`config.mk`:
```
export PLATFORM = sky130hd
export DESIGN_NAME = accel_tilt_angles
export DESIGN_NICKNAME = d
export VERILOG_FILES = /design/src/hw/rtl/atilt_pkg.sv /design/src/hw/rtl/accel_tilt_angles.sv
export SDC_FILE = /design/constraint.sdc
export NUM_CORES = 2
export LEC_CHECK = 0
export BUFFER_PORTS_ARGS = -buffer_cell sky130_fd_sc_hd__clkbuf_2
export CELL_PAD_IN_SITES_DETAIL_PLACEMENT = 1
export CELL_PAD_IN_SITES_GLOBAL_PLACEMENT = 1
export CORE_MARGIN = 1.5
export CORE_UTILIZATION = 35
export CTS_CLUSTER_SIZE = 14
export DETAILED_ROUTE_END_ITERATION = 8
export PLACE_DENSITY = 0.58
export REMOVE_ABC_BUFFERS = 1
export SKIP_LAST_GASP = 1
export SLEW_MARGIN = 10
export SYNTH_ARGS = -nofsm -noshare
export SYNTH_HDL_FRONTEND = slang
export SYNTH_SLANG_ARGS = --single-unit
```
`constraint.sdc`:
```
create_clock -name clk -period 20.4 [get_ports clk]
set_input_delay 1.02 -clock clk [delete_from_list [all_inputs] [get_ports clk]]
set_output_delay 1.02 -clock clk [all_outputs]
set_load 0.05 [all_outputs]
```
`src/hw/rtl/atilt_pkg.sv`:
```
// constants, types and tables of the tilt angle block
package atilt_pkg;

    localparam int WIN_LOG2  = 4;
    localparam int WINDOW    = 1 << WIN_LOG2;
    localparam int FILL_W    = $clog2(WINDOW + 2);
    localparam int SUM1_W    = 8 + WIN_LOG2;
    localparam int SUM2_W    = 16 + WIN_LOG2;

    localparam int A_W       = 27;
    localparam int S_W       = 27;
    localparam int Q_W       = 25;
    localparam int DIV_W     = 16;
    localparam int CNT_W     = 5;

    localparam int XY_W      = 45;
    localparam int MAG_W     = 41;
    localparam int Z_W       = 23;
    localparam int ANG_W     = 15;
    localparam int STEPS     = 20;

    localparam logic signed [A_W-1:0] A_SAT = A_W'(1 << 25);
    localparam logic signed [ANG_W-1:0] ANG_MAX = ANG_W'(12868);

    localparam int PADDR_W = 5;
    localparam logic [2:0] REG_ZERO_X   = 3'd0;
    localparam logic [2:0] REG_ONEGEE_X = 3'd1;
    localparam logic [2:0] REG_ZERO_Y   = 3'd2;
    localparam logic [2:0] REG_ONEGEE_Y = 3'd3;
    localparam logic [2:0] REG_ZERO_Z   = 3'd4;
    localparam logic [2:0] REG_ONEGEE_Z = 3'd5;
    localparam logic [2:0] REG_FLOOR    = 3'd6;

    localparam int IN_W   = 24;
    localparam int OUT_W  = 48;

    typedef enum logic [8:0] {
        ST_IDLE = 9'b000000001,
        ST_CAL  = 9'b000000010,
        ST_DIV  = 9'b000000100,
        ST_SUM  = 9'b000001000,
        ST_ANG  = 9'b000010000,
        ST_NORM = 9'b000100000,
        ST_ROT  = 9'b001000000,
        ST_FIN  = 9'b010000000,
        ST_DONE = 9'b100000000
    } state_t;

    // arctangent of 2^-i in units of 2^-20 rad
    function automatic logic [19:0] atan_tab(input logic [CNT_W-1:0] i);
        logic [19:0] v;
        unique case (i)
            5'd0:  v = 20'd823550;
            5'd1:  v = 20'd486170;
            5'd2:  v = 20'd256879;
            5'd3:  v = 20'd130396;
            5'd4:  v = 20'd65451;
            5'd5:  v = 20'd32757;
            5'd6:  v = 20'd16383;
            5'd7:  v = 20'd8192;
            5'd8:  v = 20'd4096;
            5'd9:  v = 20'd2048;
            5'd10: v = 20'd1024;
            5'd11: v = 20'd512;
            5'd12: v = 20'd256;
            5'd13: v = 20'd128;
            5'd14: v = 20'd64;
            5'd15: v = 20'd32;
            5'd16: v = 20'd16;
            5'd17: v = 20'd8;
            5'd18: v = 20'd4;
            5'd19: v = 20'd2;
            default: v = 20'd0;
        endcase
        return v;
    endfunction

endpackage

```
`src/hw/rtl/accel_tilt_angles.sv`:
```
// accelerometer tilt angles: averaging, calibration and shared cordic
// Usage of accel_tilt_angles
// s_t* carries one raw sample word (x, y, z counts); m_t* carries one result
// word per sample: roll, pitch, yaw in radians times 8192, and tuser set
// once both averaging stages have warmed up (angles read zero before that).
// The apb port holds the six calibration levels and the denominator floor;
// write them only while the block is idle.
// A sample that is still warming up goes to the done state and then to the
// output register. A warmed-up sample passes each axis through the serial
// divider (a setup step, then one quotient bit a cycle; a zero span skips
// the divider and saturates), then the sum step and, per angle, either a
// saturated store or normalising shifts, 20 rotations and rounding; the
// divider and the cordic rotator are one shared unit each under a
// sequencer.
// s_tready is high only while the sequencer is idle; one sample at a time.
// The result sits in an output register, so the next sample is accepted
// while the last word still waits; a stalled receiver only holds the block
// at the end of the next sample.
// Reset clears the averagers, the fills and the output, and loads the
// default calibration.
module accel_tilt_angles (
    input  logic                            clk,
    input  logic                            rst_n,
    input  logic                            s_tvalid,
    output logic                            s_tready,
    input  logic [atilt_pkg::IN_W-1:0]      s_tdata,   // accel_x, accel_y, accel_z
    output logic                            m_tvalid,
    input  logic                            m_tready,
    output logic [atilt_pkg::OUT_W-1:0]     m_tdata,   // angle_roll, angle_pitch, angle_yaw, pad
    output logic                            m_tuser,   // angles_valid
    input  logic                            psel,
    input  logic                            penable,
    input  logic                            pwrite,
    input  logic [atilt_pkg::PADDR_W-1:0]   paddr,
    input  logic [31:0]                     pwdata,
    output logic [31:0]                     prdata,
    output logic                            pready
);
    import atilt_pkg::*;

    state_t state_reg;

    logic [8:0]  zero_reg   [3];
    logic [8:0]  onegee_reg [3];
    logic [7:0]  floor_reg;

    logic [SUM1_W-1:0] sum1_reg [3];
    logic [SUM2_W-1:0] sum2_reg [3];
    logic [FILL_W-1:0] fill1_reg, fill2_reg;

    logic signed [A_W-1:0] a_reg [3];
    logic [S_W-1:0]        s_reg;
    logic [1:0]            axis_reg, ang_reg;

    logic [DIV_W-1:0]  rem_reg, dvs_reg;
    logic [Q_W-1:0]    quo_reg;
    logic              neg_reg;
    logic [CNT_W-1:0]  cnt_reg;

    logic signed [XY_W-1:0] x_reg, y_reg;
    logic [MAG_W-1:0]       mag_reg;
    logic signed [Z_W-1:0]  z_reg;

    logic [ANG_W-1:0] res_reg [3];
    logic             resv_reg;

    logic             out_valid_reg;
    logic [OUT_W-1:0] out_data_reg;
    logic             out_user_reg;

    // ---------------- averagers
    logic [SUM1_W-1:0] sum1_upd [3];
    logic [SUM2_W-1:0] sum2_upd [3];
    logic [FILL_W-1:0] fill1_upd, fill2_upd;
    logic              v1, v2;
    logic [7:0]        smp [3];

    assign smp[0] = s_tdata[7:0];
    assign smp[1] = s_tdata[15:8];
    assign smp[2] = s_tdata[23:16];

    always_comb
    begin
        fill1_upd = (fill1_reg < FILL_W'(WINDOW + 1)) ? fill1_reg + 1'b1 : fill1_reg;
        fill2_upd = (fill2_reg < FILL_W'(WINDOW + 1)) ? fill2_reg + 1'b1 : fill2_reg;
        v1 = fill1_upd > FILL_W'(WINDOW);
        v2 = v1 && (fill2_upd > FILL_W'(WINDOW));
        for (int i = 0; i < 3; i++)
        begin
            sum1_upd[i] = ((fill1_reg >= FILL_W'(WINDOW)) ?
                           sum1_reg[i] - (sum1_reg[i] >> WIN_LOG2) : sum1_reg[i])
                          + SUM1_W'(smp[i]);
            sum2_upd[i] = ((fill2_reg >= FILL_W'(WINDOW)) ?
                           sum2_reg[i] - (sum2_reg[i] >> WIN_LOG2) : sum2_reg[i])
                          + SUM2_W'({sum1_upd[i][SUM1_W-1:WIN_LOG2], 8'h00});
        end
    end

    // ---------------- calibration for the current axis
    logic signed [17:0] num, span;
    logic [15:0]        num_abs, span_abs;

    always_comb
    begin
        num  = $signed({2'b00, sum2_reg[axis_reg][SUM2_W-1:WIN_LOG2]})
               - $signed({2'b00, zero_reg[axis_reg], 7'b0});
        span = $signed({2'b00, onegee_reg[axis_reg], 7'b0})
               - $signed({2'b00, zero_reg[axis_reg], 7'b0});
        num_abs  = num[17]  ? 16'(-num)  : num[15:0];
        span_abs = span[17] ? 16'(-span) : span[15:0];
    end

    // one restoring divider step
    logic [DIV_W:0]   trial;
    logic             qbit;
    logic [Q_W-1:0]   quo_step;
    logic [DIV_W-1:0] rem_step;

    always_comb
    begin
        trial    = {rem_reg, quo_reg[Q_W-1]};
        qbit     = trial >= {1'b0, dvs_reg};
        rem_step = qbit ? DIV_W'(trial - {1'b0, dvs_reg}) : trial[DIV_W-1:0];
        quo_step = {quo_reg[Q_W-2:0], qbit};
    end

    // ---------------- angle selection and saturation test
    logic signed [A_W-1:0] an, ad;
    logic [7:0]            lim;
    logic [35:0]           thr, d256, n256;
    logic                  use_atan, n_pos;
    logic [A_W-2:0]        an_abs;

    always_comb
    begin
        unique case (ang_reg)
            2'd0:    begin an = a_reg[1]; ad = a_reg[2]; lim = floor_reg; end
            2'd1:    begin an = a_reg[0]; ad = a_reg[2]; lim = floor_reg; end
            default: begin an = a_reg[0]; ad = a_reg[1]; lim = 8'd0;      end
        endcase
        thr  = 36'({1'b0, lim} + 9'd1) * 36'(s_reg);
        d256 = {2'b00, ad[A_W-2:0], 8'h00};
        n256 = {2'b00, an[A_W-2:0], 8'h00};
        use_atan = (ad > 0) && (d256 >= thr);
        n_pos    = (an > 0) && (n256 >= 36'(s_reg));
        an_abs   = an[A_W-1] ? (A_W-1)'(-an) : an[A_W-2:0];
    end

    // ---------------- cordic rotation and final rounding
    logic signed [XY_W-1:0] xs, ys;
    logic signed [Z_W-1:0]  tab;
    logic signed [Z_W-1:0]  zr;
    logic signed [ANG_W-1:0] zc, sat_ang, store_ang;

    always_comb
    begin
        xs  = x_reg >>> cnt_reg;
        ys  = y_reg >>> cnt_reg;
        tab = $signed(Z_W'(atan_tab(cnt_reg)));
        zr  = (z_reg + Z_W'(64)) >>> 7;
        if (zr > Z_W'(ANG_MAX))
            zc = ANG_MAX;
        else if (zr < -Z_W'(ANG_MAX))
            zc = -ANG_MAX;
        else
            zc = zr[ANG_W-1:0];
        sat_ang   = n_pos ? ANG_MAX : -ANG_MAX;
        store_ang = state_reg == ST_FIN ? zc : sat_ang;
    end

    logic out_free;
    assign out_free = !out_valid_reg || m_tready;

    // ---------------- sequencer and datapath
    always_ff @(posedge clk or negedge rst_n)
    begin
        if (!rst_n)
        begin
            state_reg <= ST_IDLE;
            for (int i = 0; i < 3; i++)
            begin
                sum1_reg[i] <= '0;
                sum2_reg[i] <= '0;
                a_reg[i]    <= '0;
                res_reg[i]  <= '0;
            end
            fill1_reg <= '0;
            fill2_reg <= '0;
            s_reg     <= '0;
            axis_reg  <= '0;
            ang_reg   <= '0;
            rem_reg   <= '0;
            dvs_reg   <= '0;
            quo_reg   <= '0;
            neg_reg   <= 1'b0;
            cnt_reg   <= '0;
            x_reg     <= '0;
            y_reg     <= '0;
            mag_reg   <= '0;
            z_reg     <= '0;
            resv_reg  <= 1'b0;
            out_valid_reg <= 1'b0;
            out_data_reg  <= '0;
            out_user_reg  <= 1'b0;
        end
        else
        begin
            if (state_reg == ST_DONE && out_free)
                out_valid_reg <= 1'b1;
            else if (m_tready)
                out_valid_reg <= 1'b0;
            unique case (state_reg)
                ST_IDLE:
                begin
                    if (s_tvalid)
                    begin
                        fill1_reg <= fill1_upd;
                        for (int i = 0; i < 3; i++)
                            sum1_reg[i] <= sum1_upd[i];
                        if (v1)
                        begin
                            fill2_reg <= fill2_upd;
                            for (int i = 0; i < 3; i++)
                                sum2_reg[i] <= sum2_upd[i];
                        end
                        axis_reg <= '0;
                        resv_reg <= v2;
                        for (int i = 0; i < 3; i++)
                            res_reg[i] <= '0;
                        state_reg <= v2 ? ST_CAL : ST_DONE;
                    end
                end
                ST_CAL:
                begin
                    if (span == '0)
                    begin
                        a_reg[axis_reg] <= (num > 0) ? A_SAT :
                                           ((num < 0) ? -A_SAT : '0);
                        axis_reg  <= axis_reg + 2'd1;
                        state_reg <= (axis_reg == 2'd2) ? ST_SUM : ST_CAL;
                    end
                    else
                    begin
                        // quotient fits Q_W bits, so the top dividend bits start the remainder
                        rem_reg   <= DIV_W'(num_abs[15:Q_W-16]);
                        quo_reg   <= {num_abs[Q_W-17:0], 16'h0000};
                        dvs_reg   <= span_abs;
                        neg_reg   <= num[17] ^ span[17];
                        cnt_reg   <= CNT_W'(Q_W - 1);
                        state_reg <= ST_DIV;
                    end
                end
                ST_DIV:
                begin
                    rem_reg <= rem_step;
                    quo_reg <= quo_step;
                    cnt_reg <= cnt_reg - 1'b1;
                    if (cnt_reg == '0)
                    begin
                        a_reg[axis_reg] <= neg_reg ? -A_W'(quo_step) : A_W'(quo_step);
                        axis_reg  <= axis_reg + 2'd1;
                        state_reg <= (axis_reg == 2'd2) ? ST_SUM : ST_CAL;
                    end
                end
                ST_SUM:
                begin
                    s_reg <= S_W'(a_reg[0][A_W-1] ? -a_reg[0] : a_reg[0])
                           + S_W'(a_reg[1][A_W-1] ? -a_reg[1] : a_reg[1])
                           + S_W'(a_reg[2][A_W-1] ? -a_reg[2] : a_reg[2]);
                    ang_reg   <= '0;
                    state_reg <= ST_ANG;
                end
                ST_ANG:
                begin
                    if (use_atan)
                    begin
                        x_reg   <= XY_W'(ad);
                        y_reg   <= XY_W'(an);
                        mag_reg <= MAG_W'((ad[A_W-2:0] > an_abs) ? ad[A_W-2:0] : an_abs);
                        z_reg   <= '0;
                        state_reg <= ST_NORM;
                    end
                    else
                    begin
                        res_reg[ang_reg] <= (ang_reg == 2'd0) ? store_ang : -store_ang;
                        ang_reg   <= ang_reg + 2'd1;
                        state_reg <= (ang_reg == 2'd2) ? ST_DONE : ST_ANG;
                    end
                end
                ST_NORM:
                begin
                    // bring the larger magnitude up to [2^40, 2^41)
                    if (mag_reg[MAG_W-1:32] == '0)
                    begin
                        mag_reg <= mag_reg << 8;
                        x_reg   <= x_reg <<< 8;
                        y_reg   <= y_reg <<< 8;
                    end
                    else if (!mag_reg[MAG_W-1])
                    begin
                        mag_reg <= mag_reg << 1;
                        x_reg   <= x_reg <<< 1;
                        y_reg   <= y_reg <<< 1;
                    end
                    else
                    begin
                        cnt_reg   <= '0;
                        state_reg <= ST_ROT;
                    end
                end
                ST_ROT:
                begin
                    if (y_reg > 0)
                    begin
                        x_reg <= x_reg + ys;
                        y_reg <= y_reg - xs;
                        z_reg <= z_reg + tab;
                    end
                    else
                    begin
                        x_reg <= x_reg - ys;
                        y_reg <= y_reg + xs;
                        z_reg <= z_reg - tab;
                    end
                    cnt_reg <= cnt_reg + 1'b1;
                    if (cnt_reg == CNT_W'(STEPS - 1))
                        state_reg <= ST_FIN;
                end
                ST_FIN:
                begin
                    res_reg[ang_reg] <= (ang_reg == 2'd0) ? store_ang : -store_ang;
                    ang_reg   <= ang_reg + 2'd1;
                    state_reg <= (ang_reg == 2'd2) ? ST_DONE : ST_ANG;
                end
                ST_DONE:
                begin
                    if (out_free)
                    begin
                        out_data_reg  <= {3'b000, res_reg[2], res_reg[1], res_reg[0]};
                        out_user_reg  <= resv_reg;
                        state_reg     <= ST_IDLE;
                    end
                end
                default:
                    state_reg <= ST_IDLE;
            endcase
        end
    end

    // ---------------- configuration registers
    logic       cfg_wr;
    logic [2:0] cfg_idx;

    assign cfg_wr  = psel && penable && pwrite && pready;
    assign cfg_idx = paddr[4:2];
    assign pready  = 1'b1;

    always_ff @(posedge clk or negedge rst_n)
    begin
        if (!rst_n)
        begin
            zero_reg[0]   <= 9'd249;
            onegee_reg[0] <= 9'd298;
            zero_reg[1]   <= 9'd248;
            onegee_reg[1] <= 9'd298;
            zero_reg[2]   <= 9'd254;
            onegee_reg[2] <= 9'd304;
            floor_reg     <= 8'd3;
        end
        else if (cfg_wr)
        begin
            unique case (cfg_idx)
                REG_ZERO_X:   zero_reg[0]   <= pwdata[8:0];
                REG_ONEGEE_X: onegee_reg[0] <= pwdata[8:0];
                REG_ZERO_Y:   zero_reg[1]   <= pwdata[8:0];
                REG_ONEGEE_Y: onegee_reg[1] <= pwdata[8:0];
                REG_ZERO_Z:   zero_reg[2]   <= pwdata[8:0];
                REG_ONEGEE_Z: onegee_reg[2] <= pwdata[8:0];
                REG_FLOOR:    floor_reg     <= pwdata[7:0];
                default:      ;
            endcase
        end
    end

    always_comb
    begin
        unique case (cfg_idx)
            REG_ZERO_X:   prdata = {23'd0, zero_reg[0]};
            REG_ONEGEE_X: prdata = {23'd0, onegee_reg[0]};
            REG_ZERO_Y:   prdata = {23'd0, zero_reg[1]};
            REG_ONEGEE_Y: prdata = {23'd0, onegee_reg[1]};
            REG_ZERO_Z:   prdata = {23'd0, zero_reg[2]};
            REG_ONEGEE_Z: prdata = {23'd0, onegee_reg[2]};
            REG_FLOOR:    prdata = {24'd0, floor_reg};
            default:      prdata = 32'd0;
        endcase
    end

    assign s_tready = state_reg == ST_IDLE;
    assign m_tvalid = out_valid_reg;
    assign m_tdata  = out_data_reg;
    assign m_tuser  = out_user_reg;

endmodule

```
After elaboration in Yosys (flattened, before gate mapping)
Memories as Yosys holds them, arrays and structs flattened. Cells that the tools add are included.

Flip-flop bits (word level): 599. Bits in latches: 0. Bits in writable memories: 0. ROM bits: 640. Input port bits: 68. Output and inout bits: 84. Logic and storage cells: 279. Memories: 1.

Add/sub/neg operators: 39. Multiply operators: 1. Divide/modulo/power cells: 0. Magnitude comparators: 21. Equal/unequal tests: 30. Shifts and indexed selects: 2. Mux-type cells: 95. Bitwise logic cells: 4. Reduce and logical (&&, ||, !) cells: 47.

Memory list: (no name shown) (depth 32, width 20, read ports 1, clocked after Yosys merged registers in 0, write ports 0, RTL line atilt_pkg.sv:52) `unique case (i)`.

Operators by type and width (number): $mux 45 (10); $pmux 45 s3 (3); $mux 27 (9); $bwmux 81 (2); $mux 81 (2); $pmux 81 s2 (1); $mux 41 (3); $mux 9 (13); $mux 20 (5); $add 45x45->45 (2); $mux 15 (6); $sshr 45x5->45 (2); $sub 45x45->45 (2); $pmux 41 s2 (1); $neg 27->27 (3); $pmux 9 s9 (1); $mux 16 (4); $pmux 9 s7 (1); $add 20x16->20 (3); $sub 20x16->20 (3); $add 27x27->27 (2); $demux 27 s2 (1); $gt 27x1->1 const B (2); $mux 26 (2); other kinds (83) (156).

Depth between registers and ports, before layout
Depth after elaboration: 11. Gate-level depth with buffers: 49. Mapped depth without buffers: 42.

Least setup slack after synthesis
No wires, ideal clock.

Kind: register -> register. Start point: reg ang_reg[0]. End point: reg res_reg[37] (netlist name). Library setup time: 0.135 ns. Arrival: 10.391 ns. Required time: 20.265 ns. Setup slack: 9.875 ns. Cell stages (with the launch flop): 47. Buffers on the path: 7. Clock period less this slack: 10.525 ns. Cells stage by stage: dfrtp_1 inv_1 ha_1 nor2_1 clkbuf_1 buf_1 clkbuf_1 clkbuf_1 nor2b_1 ha_1 nand3_1 xor2_1 nor2_1 and2_1 fa_1 fa_1 inv_1 fa_1 [... 11 more ...] o21ai_0 or4b_2 o311a_1 ha_1 a21oi_1 nor2b_1 o21ai_0 or4bb_1 a211oi_1 a2111oi_0 nor3b_2 nor4_1 buf_2 or2_2 clkbuf_1 buf_2 nand2_1 o21ai_0.

Longest elaborated chain between the ends: 11. Elaborated cells on any way between the ends: 29. Those cells by class: 2 x add/sub; 1 x mul; 6 x order compare; 2 x eq/ne; 11 x mux; 1 x bitwise; 6 x reduce/logical.

Ends and longest elaborated chain: from (decl) (RTL line accel_tilt_angles.sv:53) `logic [1:0] axis_reg, ang_reg;`; from (signal assigned) (RTL line accel_tilt_angles.sv:286) `ang_reg <= ang_reg + 2'd1;`; from (signal assigned) (RTL line accel_tilt_angles.sv:332) `ang_reg <= ang_reg + 2'd1;`; branches (longest 11 deep; another with $mul 9x27->36); to (signal, indexed assignment) (RTL line accel_tilt_angles.sv:285) `res_reg[ang_reg] <= (ang_reg == 2'd0) ? store_ang : -store_ang;`; to (signal, indexed assignment) (RTL line accel_tilt_angles.sv:331) `res_reg[ang_reg] <= (ang_reg == 2'd0) ? store_ang : -store_ang;`; to (decl) (RTL line accel_tilt_angles.sv:64) `logic [ANG_W-1:0] res_reg [3];`.

Several ways; the timed one is not identified. The select of a mux whose other input is x is not followed. A chain may end at the register's enable or synchronous reset.

Worst setup path after layout
Start point: reg ang_reg[0]. End point: reg x_reg[13].

Longest elaborated chain between the ends: 9. Elaborated cells on any way between the ends: 14. Those cells by class: 1 x add/sub; 1 x mul; 2 x order compare; 2 x eq/ne; 4 x mux; 4 x reduce/logical.

Ends and longest elaborated chain: $eq 2x1->1 or $logic_not 2->1 (tied branches) (RTL line accel_tilt_angles.sv:136) `unique case (ang_reg)`; $reduce_or 2->1 (no source line) *; $mux 8 (RTL line accel_tilt_angles.sv:136); $add 8x1->9 (RTL line accel_tilt_angles.sv:141) `thr = 36'({1'b0, lim} + 9'd1) * 36'(s_reg);`; $mul 9x27->36 (RTL line accel_tilt_angles.sv:141); $ge 34x36->1 (RTL line accel_tilt_angles.sv:144) `use_atan = (ad > 0) && (d256 >= thr);`; $logic_and 1x1->1 (RTL line accel_tilt_angles.sv:144); $ne 2x2->1 (no source line); $reduce_and 3->1 (no source line); to (signal assigned) (RTL line accel_tilt_angles.sv:277) `x_reg <= XY_W'(ad);`; to (signal assigned) (RTL line accel_tilt_angles.sv:296) `x_reg <= x_reg <<< 8;`; to (signal assigned) (RTL line accel_tilt_angles.sv:302) `x_reg <= x_reg <<< 1;`; to (decl) (RTL line accel_tilt_angles.sv:60) `logic signed [XY_W-1:0] x_reg, y_reg;`.

Mark *: on every way between the ends. The rest lies on a longest branch, timed or not. The select of a mux whose other input is x is not followed.

==> flow_metrics.env <==
export IMPL_status="completed"
export IMPL_ir_drop_mv=0.0798
export IMPL_grt_usage=0.255
export IMPL_drive_above_1_share=0.116
export IMPL_area_growth_pct=8.77
export IMPL_max_slew_margin=0.126
export IMPL_pwr_share_comb=0.370
export IMPL_critPathMaxFanout=90
export IMPL_routed_via_count=58100
export IMPL_switching_power_mw=1.81
export IMPL_io_pins=152
export IMPL_grt_max_degree=137
export IMPL_ys_seq_area_frac=0.230
export IMPL_cts_sinks=592
export IMPL_setup_violations=0
export IMPL_n_fill_cell=21600
export IMPL_wirelength_mm=241
export IMPL_rows=157
export IMPL_cp_slowest_cell="a2111oi_0"
export IMPL_dr_pass1_iters=7
export IMPL_static_leakage_power_nw=32.4
export IMPL_fin_nets=8251
export IMPL_core_sq_um=183000
export IMPL_largest_register_ffs=81
export IMPL_synthDistinctLibCells=104
export IMPL_antenna_found_initial=4
export IMPL_required_ns=21.02
export IMPL_clkTransAtPathRegs_ns=0.08
export IMPL_io_buffers=99
export IMPL_ant_nets=0
export IMPL_critical_path_class="flop to flop"
export IMPL_die_area_sq_um=187000
export IMPL_vias_per_cell=5.78
export IMPL_fmax_mhz=79.8
export IMPL_overflow=0
export IMPL_mostFrequentLayoutCells="nand2_1, o21ai_0, dfrtp_1"
export IMPL_start_util=0.353
export IMPL_numPlacedInstances=9898
export IMPL_synth_edf_count=0
export IMPL_critPathMaxStageDelay_ns=0.80
export IMPL_gp_congestion=0.953
export IMPL_drtIter0Drc=3868
export IMPL_die_h_um=433
export IMPL_p_sw_frac=0.379
export IMPL_worstSkewPairLatency_ns=0.76
export IMPL_internal_power_mw=2.97
export IMPL_cts_root_buf="clkbuf_16"
export IMPL_startpoint_type="flop"
export IMPL_slew_violations=0
export IMPL_grt_pass1_vias=59700
export IMPL_cts_resized=0
export IMPL_cts_setup_buffers=0
export IMPL_cts_tree="yes"
export IMPL_grt_setup_unrepaired="no"
export IMPL_cts_max_level=3
export IMPL_cts_buffers=83
export IMPL_fin_crit_ns=12.53
export IMPL_wl_per_cell_um=24.0
export IMPL_endpoint_kind="flop"
export IMPL_grt_pass1_wl_mm=371
export IMPL_clockPowerShare=0.341
export IMPL_fin_crit_sh=0.614
export IMPL_arrival_ns=13.15
export IMPL_worst_slack_ns=7.87
export IMPL_final_common_cell="nand2_1"
export IMPL_ctsHoldBuffers=0
export IMPL_fin_skew_ns=0.0539
export IMPL_hold_class="primary input to asynchronous set/reset pin"
export IMPL_die_x_um=433
export IMPL_hold_viol_final=0
export IMPL_cap_violations=0
export IMPL_ys_ff_latch=592
export IMPL_fin_setup_tns_ns=0
export IMPL_postSynth_asyncResetShare=1.00
export IMPL_powerDensity_nw_per_um2=67.9
export IMPL_drc=0
export IMPL_clockBufferDepth=3
export IMPL_netlist_instances=7661
export IMPL_dp_slack_ns=7.88
export IMPL_worst_pin_slew_ns=1.30
export IMPL_fin_cells=10100
export IMPL_syn_area_sq_um=64700
export IMPL_synth_warnings=0
export IMPL_pwr_share_seq=0.289
export IMPL_dp_hpwl_mm=183
export IMPL_avgSynthCellArea_sq_um=8.44
export IMPL_synthFlopType="dfrtp_1"
## power by group through the flow
stage	clock network [mW]	logic, mW	registers, mW
after detailed placement	0	1.78	1.40
after floorplan	0	1.30	1.39
final	1.63	1.77	1.38
after global placement	0	1.74	1.40
after CTS	1.68	1.80	1.38
after global routing	1.71	2.00	1.40
## stage by stage
stage	hold WS, ns	util	total power [mW]	area, sq um
after global routing	0.275	0.384	5.11	70400
final	0.266	0.384	4.78	70400
after global placement	0.451	0.367	3.14	67300
after floorplan	0.435	-	2.68	62900
after detailed placement	0.460	0.367	3.19	67300
after CTS	0.241	0.384	4.86	70400
## path summary, 6_finish.rpt
check	depth (start not counted)	slack, ns	to	start
setup / recovery	41	7.87	x_reg[13]	ang_reg[0]
hold / removal	1	0.27	res_reg[20]	rst_n
setup reg to reg	41	7.87	x_reg[13]	ang_reg[0]
hold reg to reg	2	0.47	res_reg[23]	res_reg[23]
max in group asynchronous	5	16.72	quo_reg[16]	rst_n
min in group clk	2	0.47	res_reg[23]	res_reg[23]
## kinds of logic after synthesis
group                      share of synthesized area
muxes                                          0.124
buffers and inverters                         0.0598
DFF                                            0.230
other                                       0.000116
and+or+nand+nor                                0.165
adders and majority gates                      0.154
AOI/OAI and AO/OA                              0.196
xor gates and xnor gates                      0.0720
## synthesized netlist by cell type, drive strengths merged, types with 26 or more instances
cell	count	area share
nor3b	28	0.0034
and2	98	0.0095
inv	532	0.031
o21bai	28	0.0032
o211ai	35	0.0041
fa	221	0.068
a211oi	50	0.0059
dfstp	32	0.013
a21boi	32	0.0037
nand4	60	0.0059
nor3	217	0.017
o21a	80	0.0093
nor4	46	0.0049
clkbuf	306	0.018
xor2	208	0.028
o21ai	594	0.046
ha	443	0.086
nor2	484	0.028
nand2	856	0.050
o22ai	34	0.0033
nand2b	73	0.0071
or2	35	0.0034
xnor2	324	0.044
dfrtp	560	0.22
mux2i	244	0.038
and3	51	0.0050
nor2b	65	0.0063
a21oi	521	0.040
nand3	84	0.0066
a222oi	32	0.0050
or3	53	0.0051
a21o	159	0.018
mux4	99	0.034
buf	131	0.011
mux2	294	0.051
a22o	26	0.0035
a31oi	108	0.010
o31ai	72	0.0084
## metal layers
layer | vias up | part of all wire | global-route usage
li1 | 26900 | - | -
met1 | 29500 | 0.46 | 0.351
met2 | 1362 | 0.47 | 0.421
met3 | 320 | 0.046 | 0.0296
met4 | 0 | 0.028 | 0.0672
met5 | - | 0 | 0
## layout make-up
cell class                      instances  area, sq um  area share
Multi-Input combinational cell       6123        46200       0.656
Clock buffer                          115         2370      0.0336
Sequential cell                       592        14900       0.211
Clock inverter                         40          671     0.00953
Tap cell                             2464         3080      0.0438
Timing Repair Buffer                  185         1180      0.0167
Antenna cell                            3         7.51    0.000107
Inverter                              534         2010      0.0285
## worst max-delay path: cells and delay by family, from the launching register on
| family | cells | cell delay [ns] |
|---|---|---|
| DFF | 1 | 0.40 |
| adders and majority gates | 8 | 3.26 |
| buffers and inverters | 7 | 2.08 |
| and+or+nand+nor | 9 | 1.99 |
| AOI/OAI and AO/OA | 16 | 4.31 |
| xor gates and xnor gates | 1 | 0.21 |
No activity file was read; power rests on OpenSTA's default activity.
